[config.mk]
export PLATFORM = sky130hd
export DESIGN_NAME = json_string_unescaper_top
export DESIGN_NICKNAME = d
export VERILOG_FILES = /design/src/design/jsu_pkg.sv /design/src/design/jsu_ctrl.sv /design/src/design/jsu_datapath.sv /design/src/design/json_string_unescaper_top.sv
export SDC_FILE = /design/constraint.sdc
export NUM_CORES = 1
export LEC_CHECK = 0
export BUFFER_PORTS_ARGS = -buffer_cell sky130_fd_sc_hd__buf_4
export CAP_MARGIN = 20
export CORE_MARGIN = 2
export CORE_UTILIZATION = 30
export CTS_CLUSTER_DIAMETER = 50
export DETAILED_ROUTE_END_ITERATION = 6
export SYNTH_ARGS = -nofsm -noshare
export SYNTH_HDL_FRONTEND = slang
export SYNTH_HIERARCHICAL = 1
export SYNTH_SLANG_ARGS = --single-unit
[constraint.sdc]
create_clock -name aclk -period 6.3 [get_ports aclk]
set_clock_uncertainty 0.1 [all_clocks]
set_input_delay 1.26 -clock aclk [delete_from_list [all_inputs] [get_ports aclk]]
set_output_delay 1.26 -clock aclk [all_outputs]
set_load 0.005 [all_outputs]
[src/design/jsu_pkg.sv]
`timescale 1ns / 1ps
// jsu_pkg: shared types and constants of the json string unescaper
// used by jsu_ctrl, jsu_datapath, jsu_port_checker and json_string_unescaper_top

package jsu_pkg;

    // character codes
    localparam logic [15:0] CH_BACKSLASH = 16'h005C;
    localparam logic [15:0] CH_B         = 16'h0062;
    localparam logic [15:0] CH_F         = 16'h0066;
    localparam logic [15:0] CH_N         = 16'h006E;
    localparam logic [15:0] CH_R         = 16'h0072;
    localparam logic [15:0] CH_T         = 16'h0074;
    localparam logic [15:0] CH_U         = 16'h0075;

    // hex digit ranges
    localparam logic [15:0] CH_DIG_0     = 16'h0030;
    localparam logic [15:0] CH_DIG_9     = 16'h0039;
    localparam logic [15:0] CH_UC_A      = 16'h0041;
    localparam logic [15:0] CH_UC_F      = 16'h0046;
    localparam logic [15:0] CH_LC_A      = 16'h0061;
    localparam logic [15:0] CH_LC_F      = 16'h0066;

    // control codes produced by the short escapes
    localparam logic [15:0] CC_BS = 16'h0008;
    localparam logic [15:0] CC_FF = 16'h000C;
    localparam logic [15:0] CC_LF = 16'h000A;
    localparam logic [15:0] CC_CR = 16'h000D;
    localparam logic [15:0] CC_HT = 16'h0009;

    localparam int TAIL_DEPTH = 3;

    typedef struct packed {
        logic [15:0] code_unit;
        logic        end_of_string;
    } jsu_in_t;

    typedef struct packed {
        logic [15:0] out_unit;
        logic        out_valid;
        logic        out_last;
    } jsu_out_t;

    typedef enum logic [1:0] {
        ST_NORMAL,
        ST_ESCAPE,
        ST_HEX,
        ST_FLUSH
    } jsu_state_t;

    // source of the next value loaded into the output register
    typedef enum logic [2:0] {
        EMIT_NONE,
        EMIT_RAW,
        EMIT_ESC,
        EMIT_HEX,
        EMIT_MARK,
        EMIT_TAIL
    } jsu_emit_t;

    typedef struct packed {
        jsu_emit_t emit;
        logic      out_last;
        logic      store_digit;
        logic      clear_count;
        logic      load_tail;
    } jsu_cmd_t;

    typedef struct packed {
        logic in_is_bs;
        logic in_is_u;
        logic in_last;
        logic hex_full;
        logic out_free;
        logic tail_last;
    } jsu_sts_t;

endpackage

[src/design/jsu_ctrl.sv]
`timescale 1ns / 1ps
// jsu_ctrl: decode state machine of the unescaper
// depends on jsu_pkg; drives commands into jsu_datapath

module jsu_ctrl (
    input  logic             aclk,
    input  logic             aresetn,
    input  logic             s_valid,
    output logic             s_ready,
    input  jsu_pkg::jsu_sts_t sts,
    output jsu_pkg::jsu_cmd_t cmd
);

    jsu_pkg::jsu_state_t state_reg;
    jsu_pkg::jsu_state_t state_next;
    logic                accept;

    always_ff @(posedge aclk) begin
        if (!aresetn) begin
            state_reg <= jsu_pkg::ST_NORMAL;
        end else begin
            state_reg <= state_next;
        end
    end

    always_comb begin
        s_ready         = (state_reg != jsu_pkg::ST_FLUSH) && sts.out_free;
        accept          = s_valid && s_ready;
        state_next      = state_reg;
        cmd.emit        = jsu_pkg::EMIT_NONE;
        cmd.out_last    = sts.in_last;
        cmd.store_digit = 1'b0;
        cmd.clear_count = 1'b0;
        cmd.load_tail   = 1'b0;

        case (state_reg)
            jsu_pkg::ST_ESCAPE: begin
                if (accept) begin
                    state_next = jsu_pkg::ST_NORMAL;
                    if (sts.in_is_u) begin
                        cmd.clear_count = 1'b1;
                        if (sts.in_last) begin
                            cmd.emit = jsu_pkg::EMIT_MARK;
                        end else begin
                            state_next = jsu_pkg::ST_HEX;
                        end
                    end else begin
                        cmd.emit = jsu_pkg::EMIT_ESC;
                    end
                end
            end
            jsu_pkg::ST_HEX: begin
                if (accept) begin
                    if (sts.hex_full) begin
                        cmd.emit        = jsu_pkg::EMIT_HEX;
                        cmd.clear_count = 1'b1;
                        state_next      = jsu_pkg::ST_NORMAL;
                    end else if (sts.in_last) begin
                        cmd.load_tail   = 1'b1;
                        cmd.clear_count = 1'b1;
                        state_next      = jsu_pkg::ST_FLUSH;
                    end else begin
                        cmd.store_digit = 1'b1;
                    end
                end
            end
            jsu_pkg::ST_FLUSH: begin
                cmd.out_last = sts.tail_last;
                if (sts.out_free) begin
                    cmd.emit = jsu_pkg::EMIT_TAIL;
                    if (sts.tail_last) begin
                        state_next = jsu_pkg::ST_NORMAL;
                    end
                end
            end
            default: begin
                // normal mode
                if (accept) begin
                    if (sts.in_is_bs && !sts.in_last) begin
                        state_next = jsu_pkg::ST_ESCAPE;
                    end else begin
                        cmd.emit = jsu_pkg::EMIT_RAW;
                    end
                end
            end
        endcase
    end

endmodule

[src/design/jsu_datapath.sv]
`timescale 1ns / 1ps
// jsu_datapath: held digits, tail queue and output register of the unescaper
// depends on jsu_pkg; controlled by jsu_ctrl

module jsu_datapath #(
    parameter int UNIT_BITS = 16
) (
    input  logic              aclk,
    input  logic              aresetn,
    input  jsu_pkg::jsu_in_t  s_data,
    output logic              m_valid,
    input  logic              m_ready,
    output jsu_pkg::jsu_out_t m_data,
    input  jsu_pkg::jsu_cmd_t cmd,
    output jsu_pkg::jsu_sts_t sts
);

    localparam logic [15:0] UNIT_MASK = 16'((32'd1 << UNIT_BITS) - 32'd1);

    function automatic logic [3:0] hex_value(input logic [15:0] c);
        logic [3:0] v;
        case (c) inside
            [16'h0030:16'h0039]: v = c[3:0];
            [16'h0041:16'h0046],
            [16'h0061:16'h0066]: v = 4'(c[3:0] + 4'd9);
            default:             v = 4'd0;
        endcase
        return v;
    endfunction

    function automatic logic [15:0] esc_map(input logic [15:0] c);
        logic [15:0] r;
        case (c)
            jsu_pkg::CH_B: r = jsu_pkg::CC_BS;
            jsu_pkg::CH_F: r = jsu_pkg::CC_FF;
            jsu_pkg::CH_N: r = jsu_pkg::CC_LF;
            jsu_pkg::CH_R: r = jsu_pkg::CC_CR;
            jsu_pkg::CH_T: r = jsu_pkg::CC_HT;
            default:       r = c;
        endcase
        return r;
    endfunction

    logic [15:0]       unit_in;
    logic [15:0]       held_reg [3];
    logic [1:0]        hex_count_reg;
    logic [1:0]        hex_count_next;
    jsu_pkg::jsu_out_t tail_reg [jsu_pkg::TAIL_DEPTH];
    jsu_pkg::jsu_out_t tail_next [jsu_pkg::TAIL_DEPTH];
    logic [1:0]        tail_idx_reg;
    logic [1:0]        tail_idx_next;
    jsu_pkg::jsu_out_t tail_head;
    jsu_pkg::jsu_out_t out_reg;
    jsu_pkg::jsu_out_t out_next;
    logic              m_valid_reg;
    logic              m_valid_next;
    logic [15:0]       hex_unit;

    // tail decode of held digits plus the final unit
    logic [15:0] b0, b1, b2;
    logic        slot_v [3];
    logic [15:0] slot_u [3];
    logic        a_two, b_done;
    logic [1:0]  k;
    logic [1:0]  last_k;
    logic        any_slot;

    assign unit_in  = s_data.code_unit & UNIT_MASK;
    assign hex_unit = {hex_value(held_reg[0]), hex_value(held_reg[1]),
                       hex_value(held_reg[2]), hex_value(unit_in)} & UNIT_MASK;

    always_comb begin
        case (tail_idx_reg)
            2'd1:    tail_head = tail_reg[1];
            2'd2:    tail_head = tail_reg[2];
            default: tail_head = tail_reg[0];
        endcase
    end

    assign sts.in_is_bs  = (unit_in == jsu_pkg::CH_BACKSLASH);
    assign sts.in_is_u   = (unit_in == jsu_pkg::CH_U);
    assign sts.in_last   = s_data.end_of_string;
    assign sts.hex_full  = (hex_count_reg == 2'd3);
    assign sts.out_free  = !m_valid_reg || m_ready;
    assign sts.tail_last = tail_head.out_last;

    always_comb begin
        b0 = (hex_count_reg == 2'd0) ? unit_in : held_reg[0];
        b1 = (hex_count_reg == 2'd1) ? unit_in : held_reg[1];
        b2 = unit_in;

        // first position
        if (hex_count_reg != 2'd0 && b0 == jsu_pkg::CH_BACKSLASH) begin
            slot_v[0] = (b1 != jsu_pkg::CH_U);
            slot_u[0] = esc_map(b1);
            a_two     = 1'b1;
        end else begin
            slot_v[0] = 1'b1;
            slot_u[0] = b0;
            a_two     = 1'b0;
        end

        // second position, reached only after a plain first unit
        slot_v[1] = 1'b0;
        slot_u[1] = b1;
        b_done    = 1'b0;
        if (!a_two && hex_count_reg != 2'd0) begin
            if (hex_count_reg == 2'd2 && b1 == jsu_pkg::CH_BACKSLASH) begin
                slot_v[1] = (b2 != jsu_pkg::CH_U);
                slot_u[1] = esc_map(b2);
                b_done    = 1'b1;
            end else begin
                slot_v[1] = 1'b1;
            end
        end

        // third position, a lone trailing unit
        slot_v[2] = (hex_count_reg == 2'd2) && !b_done;
        slot_u[2] = b2;

        // pack the produced units into the queue
        for (int i = 0; i < jsu_pkg::TAIL_DEPTH; i++) begin
            tail_next[i] = '0;
        end
        k        = 2'd0;
        last_k   = 2'd0;
        any_slot = 1'b0;
        for (int i = 0; i < 3; i++) begin
            if (slot_v[i]) begin
                tail_next[k].out_unit  = slot_u[i];
                tail_next[k].out_valid = 1'b1;
                last_k                 = k;
                any_slot               = 1'b1;
                k                      = k + 2'd1;
            end
        end
        // bare end marker when nothing came out
        tail_next[last_k].out_last = 1'b1;
        if (!any_slot) begin
            tail_next[0] = '{out_unit: 16'd0, out_valid: 1'b0, out_last: 1'b1};
        end
    end

    always_comb begin
        hex_count_next = hex_count_reg;
        if (cmd.clear_count) begin
            hex_count_next = 2'd0;
        end else if (cmd.store_digit) begin
            hex_count_next = hex_count_reg + 2'd1;
        end

        tail_idx_next = tail_idx_reg;
        if (cmd.load_tail) begin
            tail_idx_next = 2'd0;
        end else if (cmd.emit == jsu_pkg::EMIT_TAIL) begin
            tail_idx_next = tail_idx_reg + 2'd1;
        end

        out_next     = out_reg;
        m_valid_next = m_valid_reg && !m_ready;
        case (cmd.emit)
            jsu_pkg::EMIT_RAW: begin
                out_next     = '{out_unit: unit_in, out_valid: 1'b1, out_last: cmd.out_last};
                m_valid_next = 1'b1;
            end
            jsu_pkg::EMIT_ESC: begin
                out_next     = '{out_unit: esc_map(unit_in), out_valid: 1'b1,
                                 out_last: cmd.out_last};
                m_valid_next = 1'b1;
            end
            jsu_pkg::EMIT_HEX: begin
                out_next     = '{out_unit: hex_unit, out_valid: 1'b1, out_last: cmd.out_last};
                m_valid_next = 1'b1;
            end
            jsu_pkg::EMIT_MARK: begin
                out_next     = '{out_unit: 16'd0, out_valid: 1'b0, out_last: 1'b1};
                m_valid_next = 1'b1;
            end
            jsu_pkg::EMIT_TAIL: begin
                out_next     = tail_head;
                m_valid_next = 1'b1;
            end
            default: begin
            end
        endcase
    end

    always_ff @(posedge aclk) begin
        if (!aresetn) begin
            hex_count_reg <= 2'd0;
            tail_idx_reg  <= 2'd0;
            m_valid_reg   <= 1'b0;
        end else begin
            hex_count_reg <= hex_count_next;
            tail_idx_reg  <= tail_idx_next;
            m_valid_reg   <= m_valid_next;
        end
    end

    always_ff @(posedge aclk) begin
        out_reg <= out_next;
        if (cmd.store_digit) begin
            held_reg[hex_count_reg] <= unit_in;
        end
        if (cmd.load_tail) begin
            for (int i = 0; i < jsu_pkg::TAIL_DEPTH; i++) begin
                tail_reg[i] <= tail_next[i];
            end
        end
    end

    assign m_valid = m_valid_reg;
    assign m_data  = out_reg;

endmodule

[src/design/json_string_unescaper_top.sv]
`timescale 1ns / 1ps
// json_string_unescaper_top: streaming json string body unescaper
// depends on jsu_pkg, jsu_ctrl and jsu_datapath

// The block decodes backslash escapes in the body of a JSON string, one
// 16-bit code unit per request, with end_of_string on the final unit. \b \f
// \n \r \t become control codes, \uXXXX becomes one unit (A-F and a-f are
// 10..15, any other digit reads as 0), and a backslash before anything else
// yields that character. Only the low UNIT_BITS bits of each unit take part.
// A request that completes nothing gives no result, except on the final unit,
// where an empty marker (out_valid low, out_last high) closes the string.
// Throughput is one request per cycle: results sit in a single output
// register, and a new request is taken whenever that register is empty or
// is being drained in the same cycle. When a string ends inside an unfinished
// \u sequence the held digits are decoded again as plain text into a small
// tail queue of up to three results; these leave the output register one per
// cycle while the sink accepts them, and the input stalls until the last is loaded.

module json_string_unescaper_top #(
    parameter int UNIT_BITS = 16
) (
    input  logic              aclk,
    input  logic              aresetn,
    input  logic              s_valid,
    output logic              s_ready,
    input  jsu_pkg::jsu_in_t  s_data,
    output logic              m_valid,
    input  logic              m_ready,
    output jsu_pkg::jsu_out_t m_data
);

    // command and status between controller and datapath
    jsu_pkg::jsu_cmd_t cmd;
    jsu_pkg::jsu_sts_t sts;

    // state machine: normal, after backslash, collecting hex digits, tail drain
    jsu_ctrl u_ctrl (
        .aclk    (aclk),
        .aresetn (aresetn),
        .s_valid (s_valid),
        .s_ready (s_ready),
        .sts     (sts),
        .cmd     (cmd)
    );

    // held digits, digit count, tail queue and output register
    jsu_datapath #(
        .UNIT_BITS (UNIT_BITS)
    ) u_datapath (
        .aclk    (aclk),
        .aresetn (aresetn),
        .s_data  (s_data),
        .m_valid (m_valid),
        .m_ready (m_ready),
        .m_data  (m_data),
        .cmd     (cmd),
        .sts     (sts)
    );

endmodule

; After elaboration in Yosys (flattened, before gate mapping)
; Memory sizes are Yosys's and may differ from the RTL's.
; Cells that the tools add are included.
[word_totals]
regBits = 25
ram_bits = 102
input_bits = 21
word_cells = 213
n_memories = 2
[classes]
n_addsub = 7
magnitude_cmp = 30
eq_ne = 35
mux = 86
n_bitwise = 4
reduce_logical = 42
[mem_list]
columns = name, depth, word_bits, read_ports, rd_clocked_by_memory_dff, write_ports, line
row1 = u_datapath.tail_reg, 3, 18, 3, 0, 3, jsu_datapath.sv:48  ; jsu_pkg::jsu_out_t tail_reg [jsu_pkg::TAIL_DEPTH];
row2 = u_datapath.held_reg, 3, 16, 3, 0, 1, jsu_datapath.sv:45  ; logic [15:0] held_reg [3];
[op_table]
columns = cell, count
row1 = $bwmux 54, 5
row2 = $eq 16x7->1 const B, 14
row3 = $demux 18 s2, 5
row4 = $pmux 16 s5, 2
row5 = $ge 16x7->1 const B, 8
row6 = $le 16x7->1 const B, 8
row7 = $mux 54, 2
row8 = $pmux 18 s5, 1
row9 = $mux 16, 5
row10 = $ge 16x6->1 const B, 4
row11 = $le 16x6->1 const B, 4
row12 = $mux 18, 3
row13 = $pmux 18 s2, 1
row14 = $mux 2, 16
row15 = $mux 4, 8
row16 = $ne 16x7->1 const B, 2
row17 = $mux 1, 27
row18 = $logic_and 1x1->1, 23
row19 = $mux 3, 7
row20 = $mux 17, 1
row21 = $add 4x4->4 const B, 4
row22 = $reduce_or 2->1, 6
row23 = $eq 2x2->1 const B, 5
row24 = $ge 3x3->1 const B, 3
row25 = other kinds (24), 40

; Logic depth before layout (Yosys ltp)
[depth]
ltp_word = 19
mapped_depth = 15

; Hierarchy
; The synthesis kept the hierarchy.
[by_module_without_submodules]
columns = module, instances, cells_per_inst, area_each_um2
row1 = jsu_datapath, 1, 672, 7105.6
row2 = jsu_ctrl, 1, 43, 300.3

; Worst setup path after synthesis
; Ideal clock, no wire load.
[synth_path]
path_type = input -> register
startpoint = input m_ready
endpoint = register u_datapath.tail_idx_reg[1]
t_arrival_ps = 5840
t_required_ps = 6065
path_slack_ps = 224
stages = 7
cell_sequence = nor2b_1 > inv_1 > nor2b_2 > nand2_1 > nor3_1 > nand2b_1 > a211oi_1
[synth_lines]
columns = element, line
row1 = "start, declared", json_string_unescaper_top.sv:28  ; input logic m_ready,
row2 = "end signal, assigned", jsu_datapath.sv:195  ; tail_idx_reg <= tail_idx_next;
row3 = "end, declared", jsu_datapath.sv:50  ; logic [1:0] tail_idx_reg;

==> results.md <==
- Status: finished, violations left
- Violated checks: DRC
- Post-CTS Hold Buffers: 0
- Vias in the first global route: 5507
- Synth top cells by count: edfxtp_1, nand2_1, o21ai_0
- Post-CTS setup buffers: 0
- Met1 usage: 0.228
- Multi-input logic area: 0.00343 sq mm
- Async set-or-reset flop fraction in the synthesized netlist: 0
- Setup_tns: 0 ns
- Worst min-delay path category: reg2reg
- Max stage delay on crit path: 0.59 ns
- First-pass GRT wire length: 32400 microns
- Slew Viols, Final: 0
- Pin count of the biggest net entering global routing: 56
- DR vias/cell: around 5.5
- Net Sw Power: 0.476 mW
- Worst path cell trace: buf_4 -> nor4_1 -> nand4_1 -> nor3_1 -> a41oi_1 -> nor2_1 -> inv_1 -> ha_1 -> buf_4 -> nand2b_1 -> nand2_1 -> o21ai_0
- Post-synthesis register bit count: between 100 and 150
- Share of post-route cells with drive strength above 1: 0.139
- Clk Latency, worst-skew pair: 0.43 ns
- Top cell type's share of synthesized area: 0.487
- Cell with the most instances after synthesis: edfxtp_1
- Static leakage: 2.97 nW
- CTS tree: yes
- Total gr overflow: 0
- Slew margin rel.: 0.352
- H-tree levels: 4
- Max cap viols: 0
- Tcrit/Tclk final: 0.735
- M2 GR Usage: 0.264
- Comb power frac: 0.044
- Crit. End Element: flip-flop
- Via count: 5931
- # rows: 57
- DRC viols: 6
- Fmax: 216 MHz
- Maximum vdd drop: about 0.19 mV
- Post-synth EDFFs: 120
- Routed Wire Length: roughly 21000 microns
- Hold Fails Final Rpt: 0
- Diode count: 0
- Cell Area, Synth: 0.00741 sq mm
- Routed Antenna Nets: 0
- Critical Path RT: 6.37 ns
- Initial Utilization: 0.305
- Synth top area cells: edfxtp_1, ha_1, o21ai_0, nand2_1, nor2_1
- Post-DP HPWL: 15100 microns
- Num CTS Buffers: 17
- Slew @ Worst Pin: 0.968 ns
- Pwr dens: 227 mW/mm^2
- Register Area: 0.00374 sq mm
- Area leader, netlist: edfxtp_1
- Startpoint Class: input pin
- Sink Count: 127
- Number of warnings issued by yosys: 6
- Chip width: approximately 160 microns
- Critical path type: in2reg
- CP most frequent cell: buf_4
- Post-synth net total: roughly 770
- CTS root buf: clkbuf_16
- GRT Overall Usage: 0.165
- Syn_area_per_cell: 10.4 sq um
- Synth unique cells: 78
- Area grow syn2layout: 16.6%
- Power share of the clock group: 0.480
- Sequential Power Share: 0.475
- Synth Flop Type: edfxtp_1
- WL/cell: 19.7 microns
- Gpl congestion: 0.914
- Number of buffers inserted by port buffering: 40
- Min Hold Slack: just over 0.4 ns
- # fillers: ~2400
- Cell Int Power: 1.48 mW
- # setup viols final: 0
- Post_cts resized: 0
- Min cycle time layout: between 4 and 5 ns
- Clk buf depth: 2
- Crit path DAT: 4.70 ns
- Met3 usage: 0.0308
- Area of the core: between 0.02 and 0.025 sq mm
- Layer with the highest usage: met2
- Die Footprint: 0.0260 sq mm
- Cell count after synthesis: 715
- Sw Ratio: 0.243
- Post-synthesis sequential area ratio: 0.505
- RSZ-0062 raised after global routing: false
- CP Max Fanout: 14
- Max FFs per register: 54
- DRT Pass-1 Iters: 7
- Die Y-Extent: roughly 160 microns
- Finished Core Util: 0.356
- Clock transition at path regs: 0.06 ns
- Final-stage net count: roughly 800
- Slowest CP cell: nor3_1
- # IOs: slightly above 40
- Initial antenna violation count: 0
- DR iter-0 viols: 803
metrics by stage:
| step | setup slack, ns | instances | power [mW] | cell area [sq um] |
|---|---|---|---|---|
| finish | 1.67 | 1084 | 1.96 | 8630 |
| floorplan | 0.224 | 715 | 0.981 | 7410 |
| CTS | 1.58 | 1081 | 1.97 | 8580 |
| global route | 1.32 | 1084 | 2.02 | 8630 |
| global placement | 1.32 | 1049 | 1.03 | 8010 |
| detailed placement | 1.14 | 1049 | 1.03 | 8010 |
worst max-delay path, delay by kind of cell:
family                     cells  cell delay (ns)
AOI/OAI and AO/OA              2             0.30
adders and majority gates      1             0.44
buffers and inverters          3             0.55
and+or+nand+nor                6             2.14
worst paths after layout:
kind | startpoint | endpoint | slack, ns | cells after the start
max reg2reg | u_datapath/hex_count_reg[0] | u_datapath/tail_reg[0][16] | 1.88 | 12
min | u_datapath/tail_idx_reg[1] | u_datapath/tail_idx_reg[1] | 0.41 | 2
max | s_data[9] | u_datapath/m_data[16] | 1.67 | 12
min reg2reg | u_datapath/tail_idx_reg[1] | u_datapath/tail_idx_reg[1] | 0.41 | 2
kinds of logic after synthesis:
kind of cell | share of synthesized area
mux | 0.0208
buf+inv | 0.0329
compound gates | 0.193
simple gates | 0.187
fa+ha+maj | 0.0490
xor+xnor | 0.0118
flops | 0.505
layer usage:
metal  vias up  share of wire
met4         0          0.018
li1       2771              -
met5         -              0
met1      2866           0.45
met3        32          0.062
met2       262           0.47
cell type report:
type,count,share of cell area
sequential,127,0.434
clock inverter,15,0.0164
timing repair buffer,46,0.0436
tap,324,0.0470
inverter,29,0.0126
clock buffer,17,0.0493
multi-input combinational,526,0.398
power by group through the flow:
stage / sequential [mW] / combinational (mW) / clock (mW)
after global routing: 0.930 / 0.0944 / 0.999
final: 0.930 / 0.0868 / 0.940
after global placement: 0.949 / 0.0849 / 0
after CTS: 0.930 / 0.0857 / 0.956
after detailed placement: 0.948 / 0.0854 / 0
after floorplan: 0.948 / 0.0334 / 0
cells in the final DEF, fill, tap and decap left out, drive strengths merged, types with 12 or more instances in the layout:
cell	netlist	final
ha	29	29
nand2	67	67
mux2i	12	12
edfxtp	120	120
and2	18	18
a22o	12	12
buf	11	46
nor3b	13	13
clkbuf	22	17
a22oi	25	25
inv	29	39
nor2b	17	17
o21ai	62	62
nand3	16	16
nor3	29	29
nor2	53	53
a21oi	37	37
No activity file was read; power rests on OpenSTA's default activity.
